## config.mk

```make
export PLATFORM = sky130hd
export DESIGN_NAME = keyed_slot_log_store
export DESIGN_NICKNAME = d
export VERILOG_FILES = /design/src/rtl/core/kls_pkg.sv /design/src/rtl/core/keyed_slot_log_store.sv /design/src/rtl/core/kls_slot_mem.sv
export SDC_FILE = /design/constraint.sdc
export NUM_CORES = 2
export LEC_CHECK = 0
export ABC_AREA = 1
export BUFFER_PORTS_ARGS = -buffer_cell sky130_fd_sc_hd__buf_2
export CORE_UTILIZATION = 54
export CTS_BUF_LIST = sky130_fd_sc_hd__clkbuf_4 sky130_fd_sc_hd__clkbuf_8
export CTS_CLUSTER_SIZE = 14
export DETAILED_ROUTE_END_ITERATION = 10
export PLACE_DENSITY = 0.76
export SLEW_MARGIN = 20
export SYNTH_ARGS = -nofsm -noshare
export SYNTH_HDL_FRONTEND = slang
export SYNTH_SLANG_ARGS = --single-unit
export TNS_END_PERCENT = 100
```

## constraint.sdc

```tcl
create_clock -name i_clk -period 29.3 [get_ports i_clk]
set_input_delay 5.86 -clock i_clk [delete_from_list [all_inputs] [get_ports i_clk]]
set_output_delay 5.86 -clock i_clk [all_outputs]
set_load 0.005 [all_outputs]
```

## src/rtl/core/kls_pkg.sv

```systemverilog
// kls_pkg: shared types and constants of the keyed slot log store
// no dependencies; imported by kls_slot_mem, keyed_slot_log_store and the bench
package kls_pkg;

    localparam int SEQ_W  = 8;
    localparam int ADDR_W = 48;
    localparam int CAL_W  = 64;
    localparam int SLOT_W = 4;
    localparam int CFG_W  = 4;
    localparam int TD_W   = 256;

    localparam logic [1:0] OP_FIND = 2'd0;
    localparam logic [1:0] OP_LOAD = 2'd1;
    localparam logic [1:0] OP_SAVE = 2'd2;

    localparam logic [SLOT_W-1:0] NO_SLOT    = 4'hF;
    localparam logic [CFG_W-1:0]  SLOTS_RST  = 4'd8;
    localparam logic [SEQ_W-1:0]  SEQ_START  = 8'hFF;
    localparam logic              REG_SLOTS  = 1'b0;

    typedef struct packed {
        logic [SEQ_W-1:0]  seq;
        logic [ADDR_W-1:0] addr;
        logic [CAL_W-1:0]  cal_lo;
        logic [CAL_W-1:0]  cal_mid;
        logic [CAL_W-1:0]  cal_hi;
    } t_slot;

endpackage

```

## src/rtl/core/keyed_slot_log_store.sv

```systemverilog
// keyed_slot_log_store: slot store with find, load and save, driven by a small sequencer
// depends on kls_pkg and kls_slot_mem
//
//  channel   dir   beat contents
//  s_t*      in    one request: op, slot_sel, dev_addr, seq_given, calibration record
//  m_t*      out   one result: slot_used, entry_valid, seq_out, addr_out, cal_out
//  apb       cfg   register 0 slots_in_use at byte address 0
//
// a find scans the slots in use up to the first match; a load reads one slot; a save reads its chosen slot,
// or scans the slots in use for a gap, then writes; the slot memory is scanned one slot a cycle
// through its single registered read port, with one compare unit checking each slot
// s_tready is low while a request is in work and while its result waits for the output
// register to free up
// reset is synchronous: all slots empty, slots_in_use 8, no result pending
module keyed_slot_log_store #(
    parameter int MAX_SLOTS = 8
) (
    input  logic        i_clk,
    input  logic        i_rst_n,
    input  logic        s_tvalid,
    output logic        s_tready,
    // op[1:0], slot_sel[5:2], dev_addr[53:6], seq_given[61:54], cal_lo[125:62],
    // cal_mid[189:126], cal_hi[253:190], zero[255:254]
    input  logic [kls_pkg::TD_W-1:0] s_tdata,
    output logic        m_tvalid,
    input  logic        m_tready,
    // slot_used[3:0], entry_valid[4], seq_out[12:5], addr_out[60:13], cal_out_lo[124:61],
    // cal_out_mid[188:125], cal_out_hi[252:189], zero[255:253]
    output logic [kls_pkg::TD_W-1:0] m_tdata,
    input  logic        psel,
    input  logic        penable,
    input  logic        pwrite,
    input  logic [2:0]  paddr,
    input  logic [31:0] pwdata,
    output logic [31:0] prdata,
    output logic        pready
);
    import kls_pkg::*;

    localparam int IW = (MAX_SLOTS > 1) ? $clog2(MAX_SLOTS) : 1;
    localparam int CW = $clog2(MAX_SLOTS + 1);

    localparam logic [2:0] S_IDLE  = 3'd0;
    localparam logic [2:0] S_FIND  = 3'd1;
    localparam logic [2:0] S_LOAD  = 3'd2;
    localparam logic [2:0] S_PICK  = 3'd3;
    localparam logic [2:0] S_SCAN  = 3'd4;
    localparam logic [2:0] S_WRITE = 3'd5;
    localparam logic [2:0] S_DONE  = 3'd6;

    logic [2:0]        r_state, n_state;
    logic [CW-1:0]     r_idx, n_idx;
    logic [SEQ_W-1:0]  r_prev, n_prev;
    logic              r_seen, n_seen;
    logic [SEQ_W-1:0]  r_wseq, n_wseq;
    logic [SLOT_W-1:0] r_res_slot, n_res_slot;
    logic              r_res_hit, n_res_hit;
    logic [SEQ_W-1:0]  r_res_seq, n_res_seq;
    logic              r_res_ld, n_res_ld;
    logic [CFG_W-1:0]  r_cfg;
    logic              r_ov;
    logic [TD_W-1:0]   r_otd;

    logic [SEQ_W-1:0]  r_seqg;
    logic [ADDR_W-1:0] r_addr;
    logic [CAL_W-1:0]  r_cal_lo, r_cal_mid, r_cal_hi;

    logic [1:0]        in_op;
    logic [SLOT_W-1:0] in_sel;
    logic [CW-1:0]     act_n;
    logic              accept, load_ok, pick_ok, cur_valid, last, out_load;
    logic [SEQ_W-1:0]  seq_inc;
    t_slot             rd_data, wr_data;
    logic [MAX_SLOTS-1:0] valid_vec;
    logic              wr_en;
    logic [ADDR_W-1:0] o_addr;
    logic [CAL_W-1:0]  o_lo, o_mid, o_hi;

    assign in_op  = s_tdata[1:0];
    assign in_sel = s_tdata[5:2];
    assign accept = s_tvalid && s_tready;
    assign s_tready = (r_state == S_IDLE);

    assign act_n   = (r_cfg > CFG_W'(MAX_SLOTS)) ? CW'(MAX_SLOTS) : CW'(r_cfg);
    assign load_ok = !in_sel[3] && ({1'b0, in_sel[2:0]} < SLOT_W'(MAX_SLOTS));
    assign pick_ok = !in_sel[3] && ({1'b0, in_sel[2:0]} < SLOT_W'(act_n));

    assign cur_valid = valid_vec[r_idx[IW-1:0]];
    assign last      = (CW'(r_idx + 1'b1) == act_n);
    assign seq_inc   = r_prev + 1'b1;

    always_comb begin
        n_state    = r_state;
        n_idx      = r_idx;
        n_prev     = r_prev;
        n_seen     = r_seen;
        n_wseq     = r_wseq;
        n_res_slot = r_res_slot;
        n_res_hit  = r_res_hit;
        n_res_seq  = r_res_seq;
        n_res_ld   = r_res_ld;
        wr_en      = 1'b0;
        case (r_state)
            S_IDLE: begin
                n_res_slot = NO_SLOT;
                n_res_hit  = 1'b0;
                n_res_seq  = '0;
                n_res_ld   = 1'b0;
                if (accept) begin
                    n_state = S_DONE;
                    case (in_op)
                        OP_FIND: begin
                            if (act_n != '0) begin
                                n_idx   = '0;
                                n_state = S_FIND;
                            end
                        end
                        OP_LOAD: begin
                            if (load_ok) begin
                                n_idx   = CW'(in_sel[2:0]);
                                n_state = S_LOAD;
                            end
                        end
                        OP_SAVE: begin
                            if (act_n == '0) begin
                                n_state = S_DONE;
                            end else if (pick_ok) begin
                                n_idx   = CW'(in_sel[2:0]);
                                n_state = S_PICK;
                            end else begin
                                n_idx   = '0;
                                n_prev  = SEQ_START;
                                n_seen  = 1'b0;
                                n_state = S_SCAN;
                            end
                        end
                        default: n_state = S_DONE;
                    endcase
                end
            end
            S_FIND: begin
                if (cur_valid && (rd_data.addr == r_addr)) begin
                    n_res_slot = SLOT_W'(r_idx);
                    n_res_hit  = 1'b1;
                    n_state    = S_DONE;
                end else if (last) begin
                    n_state = S_DONE;
                end else begin
                    n_idx = CW'(r_idx + 1'b1);
                end
            end
            S_LOAD: begin
                n_res_slot = SLOT_W'(r_idx);
                n_res_hit  = cur_valid;
                n_res_seq  = cur_valid ? rd_data.seq : '0;
                n_res_ld   = cur_valid;
                n_state    = S_DONE;
            end
            S_PICK: begin
                n_wseq  = cur_valid ? rd_data.seq : r_seqg;
                n_state = S_WRITE;
            end
            S_SCAN: begin
                if (!cur_valid || (r_seen && (rd_data.seq != seq_inc))) begin
                    n_wseq  = seq_inc;
                    n_state = S_WRITE;
                end else begin
                    n_prev = rd_data.seq;
                    n_seen = 1'b1;
                    if (last) begin
                        // no gap found: wrap to the first slot
                        n_idx   = '0;
                        n_wseq  = rd_data.seq + 1'b1;
                        n_state = S_WRITE;
                    end else begin
                        n_idx = CW'(r_idx + 1'b1);
                    end
                end
            end
            S_WRITE: begin
                wr_en      = 1'b1;
                n_res_slot = SLOT_W'(r_idx);
                n_res_hit  = 1'b1;
                n_res_seq  = r_wseq;
                n_state    = S_DONE;
            end
            S_DONE: begin
                if (!r_ov || m_tready) begin
                    n_state = S_IDLE;
                end
            end
            default: n_state = S_IDLE;
        endcase
    end

    always_ff @(posedge i_clk) begin
        if (!i_rst_n) begin
            r_state <= S_IDLE;
            r_idx   <= '0;
            r_seen  <= 1'b0;
        end else begin
            r_state <= n_state;
            r_idx   <= n_idx;
            r_seen  <= n_seen;
        end
    end

    always_ff @(posedge i_clk) begin
        r_prev     <= n_prev;
        r_wseq     <= n_wseq;
        r_res_slot <= n_res_slot;
        r_res_hit  <= n_res_hit;
        r_res_seq  <= n_res_seq;
        r_res_ld   <= n_res_ld;
        if (accept) begin
            r_addr    <= s_tdata[53:6];
            r_seqg    <= s_tdata[61:54];
            r_cal_lo  <= s_tdata[125:62];
            r_cal_mid <= s_tdata[189:126];
            r_cal_hi  <= s_tdata[253:190];
        end
    end

    assign wr_data = '{seq: r_wseq, addr: r_addr, cal_lo: r_cal_lo,
                       cal_mid: r_cal_mid, cal_hi: r_cal_hi};

    kls_slot_mem #(
        .DEPTH (MAX_SLOTS),
        .IW    (IW)
    ) u_mem (
        .i_clk     (i_clk),
        .i_rst_n   (i_rst_n),
        .i_rd_idx  (n_idx[IW-1:0]),
        .o_rd_data (rd_data),
        .i_wr_en   (wr_en),
        .i_wr_idx  (r_idx[IW-1:0]),
        .i_wr_data (wr_data),
        .o_valid   (valid_vec)
    );

    // result register
    assign out_load = (r_state == S_DONE) && (!r_ov || m_tready);
    assign o_addr   = r_res_ld ? rd_data.addr    : '0;
    assign o_lo     = r_res_ld ? rd_data.cal_lo  : '0;
    assign o_mid    = r_res_ld ? rd_data.cal_mid : '0;
    assign o_hi     = r_res_ld ? rd_data.cal_hi  : '0;

    always_ff @(posedge i_clk) begin
        if (!i_rst_n) begin
            r_ov <= 1'b0;
        end else if (out_load) begin
            r_ov <= 1'b1;
        end else if (m_tready) begin
            r_ov <= 1'b0;
        end
    end

    always_ff @(posedge i_clk) begin
        if (out_load) begin
            r_otd <= {3'b000, o_hi, o_mid, o_lo, o_addr, r_res_seq, r_res_hit, r_res_slot};
        end
    end

    assign m_tvalid = r_ov;
    assign m_tdata  = r_otd;

    // configuration
    always_ff @(posedge i_clk) begin
        if (!i_rst_n) begin
            r_cfg <= SLOTS_RST;
        end else if (psel && penable && pwrite && pready && (paddr[2] == REG_SLOTS)) begin
            r_cfg <= pwdata[CFG_W-1:0];
        end
    end

    assign pready = 1'b1;
    assign prdata = (paddr[2] == REG_SLOTS) ? {{(32-CFG_W){1'b0}}, r_cfg} : '0;

    a_write_in_range: assert property (@(posedge i_clk) disable iff (!i_rst_n)
        (r_state == S_WRITE) |-> (r_idx < act_n))
        else $error("slot write outside the slots in use");

    a_result_from_done: assert property (@(posedge i_clk) disable iff (!i_rst_n)
        $rose(m_tvalid) |-> $past(r_state == S_DONE))
        else $error("result raised outside the done step");

    a_idx_bound: assert property (@(posedge i_clk) disable iff (!i_rst_n)
        (r_state != S_IDLE) |-> (r_idx < CW'(MAX_SLOTS)))
        else $error("slot index beyond the store");

endmodule

```

## src/rtl/core/kls_slot_mem.sv

```systemverilog
// kls_slot_mem: slot contents memory with registered read, plus per-slot valid flags
// depends on kls_pkg (t_slot)
module kls_slot_mem #(
    parameter int DEPTH = 8,
    parameter int IW    = 3
) (
    input  logic                 i_clk,
    input  logic                 i_rst_n,
    input  logic [IW-1:0]        i_rd_idx,
    output kls_pkg::t_slot       o_rd_data,
    input  logic                 i_wr_en,
    input  logic [IW-1:0]        i_wr_idx,
    input  kls_pkg::t_slot       i_wr_data,
    output logic [DEPTH-1:0]     o_valid
);
    import kls_pkg::*;

    t_slot            r_mem [DEPTH];
    t_slot            r_rd;
    logic [DEPTH-1:0] r_valid;

    always_ff @(posedge i_clk) begin
        if (i_wr_en) begin
            r_mem[i_wr_idx] <= i_wr_data;
        end
        r_rd <= r_mem[i_rd_idx];
    end

    always_ff @(posedge i_clk) begin
        if (!i_rst_n) begin
            r_valid <= '0;
        end else if (i_wr_en) begin
            r_valid[i_wr_idx] <= 1'b1;
        end
    end

    assign o_rd_data = r_rd;
    assign o_valid   = r_valid;

endmodule

```

==> flow_metrics.py <==
metrics = {
    "outcome": {
        "status": "complete, no violations",
    },
    "sta": {
        "fmax_mhz": 82.93,
        "worst_pin_slew_ns": 1.339,
        "report.final.slew_viol_count": 0,
        "slew_headroom": 0.1074,
        "clock_skew_ns": 0.1329,
        "fin_crit_ns": 12.06,
        "layout_setup_ws_ns": 17.24,
        "rsz0062_at_grt": "no",
        "fin_crit_sh": 0.4116,
        "finalHoldViolations": 0,
        "timing.hold.ws_ns": 0.3722,
        "setup_viol": 0,
        "fin_tns_setup_ns": 0,
    },
    "detailed_routing": {
        "vias": 67570,
        "drtPass1Iterations": 6,
        "routed_wl_microns": 257000,
        "vias_per_cell": 5.769,
        "drcViolationCount": 0,
        "drtAntennaViolNets": 0,
        "wl_per_cell_microns": 21.94,
        "first_iter_violations": 7939,
    },
    "run": {
        "max_cap_viol_count": 0,
    },
    "worst_setup_path": {
        "cp_max_fo": 5,
        "critical_path_class": "in -> out",
        "critPathLaunchType": "input pin",
        "endpoint_kind": "primary output",
        "worstPathRequired_ns": 23.44,
        "crit_arrival_ns": 6.20,
    },
    "synthesis": {
        "synthFlopType": "edfxtp_1",
        "yosysWarnings": 0,
        "yosys-top-cells-area": "edfxtp_1, nand3_1, nand2_1",
        "synth.avg_cell_area_sq_um": 12.92,
        "synth_area_sq_um": 105900,
        "synthCells": 8200,
        "yosysTopAreaCell": "edfxtp_1",
        "yosys_register_bits": 2784,
        "synth.top_cells.by_count": "nand3_1, edfxtp_1, nand2_1",
        "synth_most_common_cell": "nand3_1",
        "synth_edf_count": 2515,
        "synthArstFlopShare": 0,
        "ys_types": 49,
        "yosys.area.top_type_share": 0.7131,
        "ys_seq_area_frac": 0.7639,
    },
    "finish": {
        "post_layout_nonfiller_instances": 11710,
        "n_fill_cell": 14190,
        "area.growth.synth_to_final_pct": 12.17,
        "drive_gt1_frac": 0.1534,
        "regArea_sq_um": 80910,
        "fin_nets": 9032,
        "multi_input_area_sq_um": 20850,
    },
    "global_routing": {
        "grt_use_total": 0.2538,
        "grt_max_degree": 222,
        "antenna_found_initial": 24,
        "grt_first_pass_wirelength_microns": 383900,
        "grt_pass1_vias": 65960,
        "use_met1": 0.3296,
        "overflow": 0,
        "grt.met3_usage": 0.03928,
        "busiest_layer": "met2",
        "grtUsageMet2": 0.4105,
    },
    "floorplan": {
        "core_area_sq_um": 194800,
        "start_util": 0.5437,
        "dieWidth_microns": 444.9,
        "pin_count": 589,
        "row_count": 162,
        "die_y_microns": 444.9,
        "dieArea_sq_um": 197900,
    },
    "power": {
        "p_per_area_nw_per_um2": 93.95,
        "power.leakage_nw": 44.70,
        "max-vdd-ir-drop_mv": 0.07828,
        "finalPower_mw": 11.16,
    },
    "clock_tree": {
        "htree_levels": 5,
        "clock-sinks": 2784,
        "cts_buffers": 432,
        "cts.path.max_buffers": 4,
        "postCtsHoldBufs": 0,
        "clkTransAtPathRegs_ns": 0.06,
        "cts-root-buf": "clkbuf_8",
        "cts-resized-gates": 0,
        "clk_latency_ns": 1.14,
        "cts_tree": "done",
        "postCtsSetupRepairBufs": 0,
    },
    "placed_design": {
        "hpwl_microns": 132600,
        "dp_cells": 10910,
        "port_buffers": 524,
        "gp_congestion": 0.8467,
        "dp_slack_ns": 17.09,
    },
    "min_path": {
        "hold_class": "reg -> reg",
    },
}
-- worst max-delay path: stages --
cell and delay [ns]:
buf_2 0.13, nor2_1 0.09, buf_2 0.13
-- where the power goes --
group	internal (mW)	leakage (nW)	switching, mW	total (mW)
Combinational	0.751	14.9	1.84	2.59
Clock	1.83	4.73	1.46	3.28
Sequential	4.98	25.1	0.308	5.29
Total	7.56	44.7	3.60	11.2
-- cell usage in the layout (no fill, tap or decap), types with 6 or more instances in the layout --
cell type | netlist | layout
xnor2_1 | 9 | 9
nor4_2 | 0 | 7
diode_2 | 0 | 14
nand3_1 | 2519 | 2518
buf_4 | 89 | 79
nand4_1 | 7 | 7
xor2_1 | 22 | 22
or2_2 | 7 | 7
buf_12 | 0 | 13
clkbuf_4 | 0 | 189
conb_1 | 2 | 32
clkinvlp_4 | 0 | 7
bufinv_16 | 0 | 6
clkinv_2 | 0 | 28
dfxtp_1 | 269 | 269
nand2_1 | 1687 | 1686
buf_2 | 389 | 524
ha_1 | 10 | 10
a21oi_1 | 17 | 17
o21ai_0 | 27 | 27
buf_6 | 19 | 6
inv_1 | 339 | 339
clkinv_1 | 3 | 58
clkbuf_8 | 0 | 495
nor2_1 | 136 | 133
inv_2 | 9 | 8
edfxtp_1 | 2515 | 2515
-- metrics by stage --
stage          utilization  instance area (sq um)
6_report            0.6099                 118800
5_1_grt             0.6099                 118800
4_1_cts             0.6096                 118700
3_5_place_dp        0.5641                 109900
3_3_place_gp        0.5641                 109900
2_1_floorplan            -                 106000
-- worst paths after layout --
path                                    from                   end  slack (ns)  cells after the start
worst max-delay path                paddr[2]             prdata[3]       17.24                      3
worst min-delay path            r_res_seq[3]            m_tdata[8]        0.37                      0
worst min register to register  r_res_seq[3]            m_tdata[8]        0.37                      0
worst max register to register      r_idx[0]  u_mem.o_rd_data[104]       21.39                     18
-- sequential cells by signal (all words and copies together), names as in the netlist, 3 cells and up --
name / flops
r_cfg: 4
r_idx: 4
r_cal_hi: 64
r_prev: 8
r_cal_mid: 64
r_res_slot: 4
r_addr: 48
u_mem.r_mem: 1984
r_wseq: 8
u_mem.o_valid: 8
r_state: 3
r_seqg: 8
r_res_seq: 8
m_tdata: 253
r_cal_lo: 64
u_mem.o_rd_data: 248
-- metal layers --
layer / vias to the layer above / wire length, microns / part of all wire
met2: 3667 / 124400 / 0.48
met1: 32860 / 96890 / 0.38
li1: 30340 / - / -
met5: - / 50 / 0.00019
met3: 687 / 22250 / 0.087
met4: 8 / 13430 / 0.052
-- layout make-up --
class,instances,area share
clock inverters,100,0.005256
flip-flops and latches,2784,0.6810
multi-input cells,4533,0.1755
well taps,2624,0.02764
diodes,14,0.0002949
clock buffers,684,0.06929
repair buffers,622,0.02983
inverters,351,0.01115
-- cells by family after synthesis --
logic type	share of synthesized area
and+or+nand+nor	0.1863
buffers and inverters	0.04145
xor gates and xnor gates	0.002564
other	0.00007091
adders and majority gates	0.001181
AOI/OAI and AO/OA	0.004525
DFF	0.7639
(Power assumes the default switching activity.)
